[config.mk]
export PLATFORM = sky130hd
export DESIGN_NAME = ghss_controller
export DESIGN_NICKNAME = d
export VERILOG_FILES = /design/src/rtl/ghss_pkg.sv /design/src/rtl/ghss_controller.sv
export SDC_FILE = /design/constraint.sdc
export NUM_CORES = 1
export LEC_CHECK = 0
export BUFFER_PORTS_ARGS = -buffer_cell sky130_fd_sc_hd__buf_4
export CELL_PAD_IN_SITES_DETAIL_PLACEMENT = 1
export CELL_PAD_IN_SITES_GLOBAL_PLACEMENT = 2
export CORE_UTILIZATION = 30
export DETAILED_ROUTE_END_ITERATION = 12
export PLACE_DENSITY_LB_ADDON = 0.1
export SETUP_SLACK_MARGIN = 0.2
export SLEW_MARGIN = 15
export SYNTH_ARGS = -nofsm -noshare
export SYNTH_HDL_FRONTEND = slang
export SYNTH_SLANG_ARGS = --single-unit
[constraint.sdc]
create_clock -name clk -period 1.9 [get_ports clk]
set_clock_uncertainty 0.1 [all_clocks]
set_input_delay 0.285 -clock clk [delete_from_list [all_inputs] [get_ports clk]]
set_output_delay 0.285 -clock clk [all_outputs]
set_load 0.005 [all_outputs]
[src/rtl/ghss_pkg.sv]
// Shared types, constants and codes for the ground height segment search core.
// No dependencies; imported by the controller, datapath and top level.
package ghss_pkg;

    localparam int MAX_SEGMENTS  = 64;
    localparam int SEG_AW        = $clog2(MAX_SEGMENTS);
    localparam int CNT_W         = SEG_AW + 1;
    localparam int FRAC_BITS     = 16;
    localparam int GROUND_MARGIN = 3;
    localparam logic signed [15:0] NO_GROUND = 16'sh7FFF;

    // divider retires two quotient bits per cycle over a 16-bit quotient
    localparam int QUO_BITS  = 16;
    localparam int DIV_CYCLES = QUO_BITS / 2;
    localparam int DIV_CNT_W = $clog2(DIV_CYCLES);

    typedef enum logic
    {
        OP_WRITE = 1'b0,
        OP_QUERY = 1'b1
    } op_t;

    typedef enum logic [1:0]
    {
        REG_LINE_COUNT = 2'd0,
        REG_ORIGIN_X   = 2'd1,
        REG_ORIGIN_Y   = 2'd2
    } reg_idx_t;

    localparam logic [1:0] KIND_UNUSED = 2'b00;

    typedef struct packed
    {
        op_t                operation;
        logic [5:0]         entry_index;
        logic signed [15:0] end_a_x;
        logic signed [15:0] end_a_y;
        logic signed [15:0] end_b_x;
        logic signed [15:0] end_b_y;
        logic signed [31:0] query_x;
        logic signed [31:0] query_y;
    } req_item_t;

    typedef struct packed
    {
        logic               found;
        logic signed [15:0] ground_y;
        logic [5:0]         segment_index;
    } rsp_item_t;

    typedef struct packed
    {
        logic signed [15:0] left_x;
        logic signed [15:0] left_y;
        logic signed [15:0] right_x;
        logic signed [15:0] right_y;
        logic [1:0]         kind;
    } seg_entry_t;

    typedef struct packed
    {
        logic [6:0]  line_count;
        logic [30:0] origin_x;
        logic [30:0] origin_y;
    } cfg_regs_t;

    typedef struct packed
    {
        logic seg_write;
        logic start_query;
        logic load_operands;
        logic multiply;
        logic div_step;
        logic update_best;
        logic next_seg;
        logic publish;
    } dp_cmd_t;

    typedef struct packed
    {
        logic seg_hit;
        logic last_seg;
        logic scan_empty;
        logic out_free;
    } dp_status_t;

    typedef enum logic [6:0]
    {
        S_IDLE   = 7'b0000001,
        S_FETCH  = 7'b0000010,
        S_EVAL   = 7'b0000100,
        S_MUL    = 7'b0001000,
        S_DIV    = 7'b0010000,
        S_UPDATE = 7'b0100000,
        S_FINISH = 7'b1000000
    } state_t;

endpackage

[src/rtl/ghss_controller.sv]
// Sequencer for segment writes and ground queries of the segment search core.
// Depends on ghss_pkg; drives the datapath through dp_cmd_t / dp_status_t.
module ghss_controller (
    input  logic                clk,
    input  logic                rst_n,
    input  logic                req_valid,
    output logic                req_stall,
    input  ghss_pkg::op_t       operation,
    input  ghss_pkg::dp_status_t status,
    output ghss_pkg::dp_cmd_t   cmd
);

    import ghss_pkg::*;

    state_t                 state_reg, state_next;
    logic [DIV_CNT_W-1:0]   div_cnt_reg, div_cnt_next;

    assign req_stall = (state_reg != S_IDLE);

    always_comb
    begin
        state_next   = state_reg;
        div_cnt_next = div_cnt_reg;
        cmd          = '0;
        unique case (state_reg)
            S_IDLE:
            begin
                if (req_valid)
                begin
                    if (operation == OP_QUERY)
                    begin
                        cmd.start_query = 1'b1;
                        state_next      = status.scan_empty ? S_FINISH : S_FETCH;
                    end
                    else
                    begin
                        cmd.seg_write = 1'b1;
                    end
                end
            end
            S_FETCH:
            begin
                state_next = S_EVAL;
            end
            S_EVAL:
            begin
                if (status.seg_hit)
                begin
                    cmd.load_operands = 1'b1;
                    state_next        = S_MUL;
                end
                else if (status.last_seg)
                begin
                    state_next = S_FINISH;
                end
                else
                begin
                    cmd.next_seg = 1'b1;
                    state_next   = S_FETCH;
                end
            end
            S_MUL:
            begin
                cmd.multiply = 1'b1;
                div_cnt_next = '0;
                state_next   = S_DIV;
            end
            S_DIV:
            begin
                cmd.div_step = 1'b1;
                if (div_cnt_reg == DIV_CNT_W'(DIV_CYCLES - 1))
                begin
                    state_next = S_UPDATE;
                end
                else
                begin
                    div_cnt_next = div_cnt_reg + 1'b1;
                end
            end
            S_UPDATE:
            begin
                cmd.update_best = 1'b1;
                if (status.last_seg)
                begin
                    state_next = S_FINISH;
                end
                else
                begin
                    cmd.next_seg = 1'b1;
                    state_next   = S_FETCH;
                end
            end
            S_FINISH:
            begin
                if (status.out_free)
                begin
                    cmd.publish = 1'b1;
                    state_next  = S_IDLE;
                end
            end
            default:
            begin
                state_next = S_IDLE;
            end
        endcase
    end

    always_ff @(posedge clk or negedge rst_n)
    begin
        if (!rst_n)
        begin
            state_reg   <= S_IDLE;
            div_cnt_reg <= '0;
        end
        else
        begin
            state_reg   <= state_next;
            div_cnt_reg <= div_cnt_next;
        end
    end

endmodule

==> impl_metrics.tcl <==
set metrics [dict create \
    grt_pass1_wl_mm 2.76 \
    clockBufferDepth 2 \
    die_width_um 47.3 \
    firstDrtPassIters 4 \
    port_buffers 16 \
    hold_path_depth 3 \
    synth-edff-count 0 \
    synth_cell_types 35 \
    postPlaceCellArea_um2 800 \
    critPathKind "flop to primary output" \
    diodes 0 \
    cp.arrival_ns 1.67 \
    crit_chain "or4b_1, o21ai_2, and2b_1, buf_4" \
    rsz0062_at_grt "yes" \
    ff2ff_setup_slack_ns -0.01 \
    grtUsageTotal_pct 18.7 \
    cp_max_fo 2 \
    violations "setup timing" \
    finalPower_mw 1.32 \
    rows 16 \
    stdcell_area_mm2 0.00112 \
    yosysSeqAreaShare_pct 40.9 \
    avgSynthCellArea_um2 10.1 \
    fp.dieH_um 47.3 \
    wl_per_cell_um 15.6 \
    synth-async-reset-ratio_pct 100 \
    cp-start-kind "flop" \
    path_depth 4 \
    finalHoldViolations 0 \
    setup_ws_ns -0.152 \
    fmax_mhz 487 \
    ios 17 \
    grt_pass1_vias 593 \
    synth_fp_nets 71 \
    finalNetCount 114 \
    dieArea_mm2 0.00224 \
    critPathCaptureType "primary output" \
    clk_latency_ns 0.28 \
    maxSlewHeadroom_pct 82.2 \
    finalWirelength_mm 2.02 \
    synthToLayoutAreaGrowth_pct 81.9 \
    cts_buffers 3 \
    p_leak_nw 0.542 \
    crit_slowest_cell "or4b_1" \
    place.gp.congestion 0.709 \
    hold_class "input pin to flop" \
    cp_num_buf_inv 1 \
    reg2regPathDepth 9 \
    vias_per_cell 4.98 \
    drv_slew 0 \
    core_mm2 0.00194 \
    hold_ws_ns 0.213 \
    synthFlopType "dfrtp_1" \
    cts_tree "done" \
    fillers 233 \
    htreeDepth 1 \
    drive_above_1_share_pct 64.1 \
    cpPeakStageDelay_ns 0.53 \
    largest_reg_flops 7 \
    netlist_instances 61 \
    setup_viol 7 \
    vias 647 \
    ir_worst_vdd_mv 0.725 \
    yosys_warnings 0 \
    synth-seq-cells 10 \
    min_period_ns 2.05 \
    required_ns 1.51 \
    clock_sinks 10 \
    syn_area_um2 616 \
    grt_antenna_before_repair 0 \
    drv_cap 0 \
    clk_pin_slew_worst_paths_ns 0.07 \
    initial_core_util_pct 31.7 \
    root_buffer "clkbuf_4" \
    outcome "finished with violations" \
    cpLargestDelayFamily "simple AND/OR/NAND/NOR gates" \
    powerDensity_mw_per_mm2 1180 \
    dp_hpwl_mm 1.16 \
    initialDrtViolationCount 3 \
    drc 0 \
    pre_cts_ws_ns 0.105 \
    grt_max_degree 11 \
    grt-ovfl-total 0 \
    post-route-period-util_pct 108 \
    drtAntennaViolNets 0 \
    tightest_slew_ns 0.263 \
]
-- per-layer routing --
layer	global-route usage (%)	routed length, um
met1	24.1	857
met2	29.0	1080
met3	3.46	48
met4	10.9	36
met5	0	0
-- synthesized netlist by cell type, types with 2 or more instances --
library cell	number	area, um^2
o21ai_1	2	10.0
nand2_1	2	7.51
ha_1	2	25.0
a22o_1	3	26.3
nor2_1	7	26.3
dfrtp_1	9	225
inv_1	4	15.0
nor3_1	4	20.0
a21oi_1	2	10.0
-- power breakdown --
part	internal [mW]	switching, mW	total, mW
combinational	0.443	0.368	0.811
clock	0.117	0.0864	0.203
sequential	0.257	0.0492	0.307
total	0.817	0.503	1.32
-- path summary, 6_finish.rpt --
| check | startpoint | end |
|---|---|---|
| max in group asynchronous | rst_n | state_reg[0] |
| hold reg to reg | div_cnt_reg[1] | div_cnt_reg[1] |
| min in group asynchronous | rst_n | state_reg[3] |
| setup reg to reg | state_reg[6] | state_reg[6] |
| setup / recovery | state_reg[6] | cmd[1] |
| hold / removal | status[1] | state_reg[1] |
-- cell usage in the layout, fill, tap and decap left out, types with 2 or more instances in the layout --
master / n
inv_1: 4
a21oi_1: 2
a22o_1: 3
buf_6: 6
ha_1: 2
nor3_1: 2
nor3_4: 2
buf_4: 30
nor2_2: 2
dfrtp_1: 6
nor4b_4: 2
dfrtp_2: 3
nor2_1: 4
clkbuf_4: 3
nor2_4: 2
-- worst reg2reg max path, stage by stage, from the launching register on --
cell and delay, ns:
dfrtp_1 0.41, buf_6 0.14, nor3_4 0.25, and4_4 0.29, buf_4 0.13, inv_4 0.03, buf_6 0.11, a21oi_4 0.11
a211oi_2 0.06, a21o_1 0.17
-- through the flow --
| step | util [%] | instances | setup TNS, ns |
|---|---|---|---|
| after floorplan | - | 61 | 0 |
| after global placement | 41.2 | 108 | 0 |
| after detailed placement | 41.2 | 108 | 0 |
| after CTS | 50.1 | 121 | -0.507 |
| after global routing | 57.7 | 130 | -1.29 |
| final | 57.7 | 130 | -0.640 |
-- cell families after synthesis --
group,count (synthesis),synth area share (%)
mux,1,1.83
buf+inv,5,3.05
simple gates,29,33.1
compound gates,13,15.7
xor+xnor,1,1.42
fa+ha+maj,2,4.06
flops,10,40.9
-- final cells by class --
class	instances	area [um^2]	area share, %
multi-input cells	46	450	40.2
repair buffers	38	323	28.8
flip-flops and latches	10	255	22.8
clock buffers	4	36.3	3.24
well taps	27	33.8	3.02
inverters	5	21.3	1.90
-- what timing repair did --
| item | in CTS | in global routing |
|---|---|---|
| setup endpoints to repair | 15 | 16 |
| hold buffers | 1 | 0 |
| setup buffers | 8 | 9 |
| endpoints found under the hold margin | 10 | 0 |
| pin swaps | 8 | 7 |
| gates resized for setup | 16 | 17 |
(Power assumes the default switching activity.)
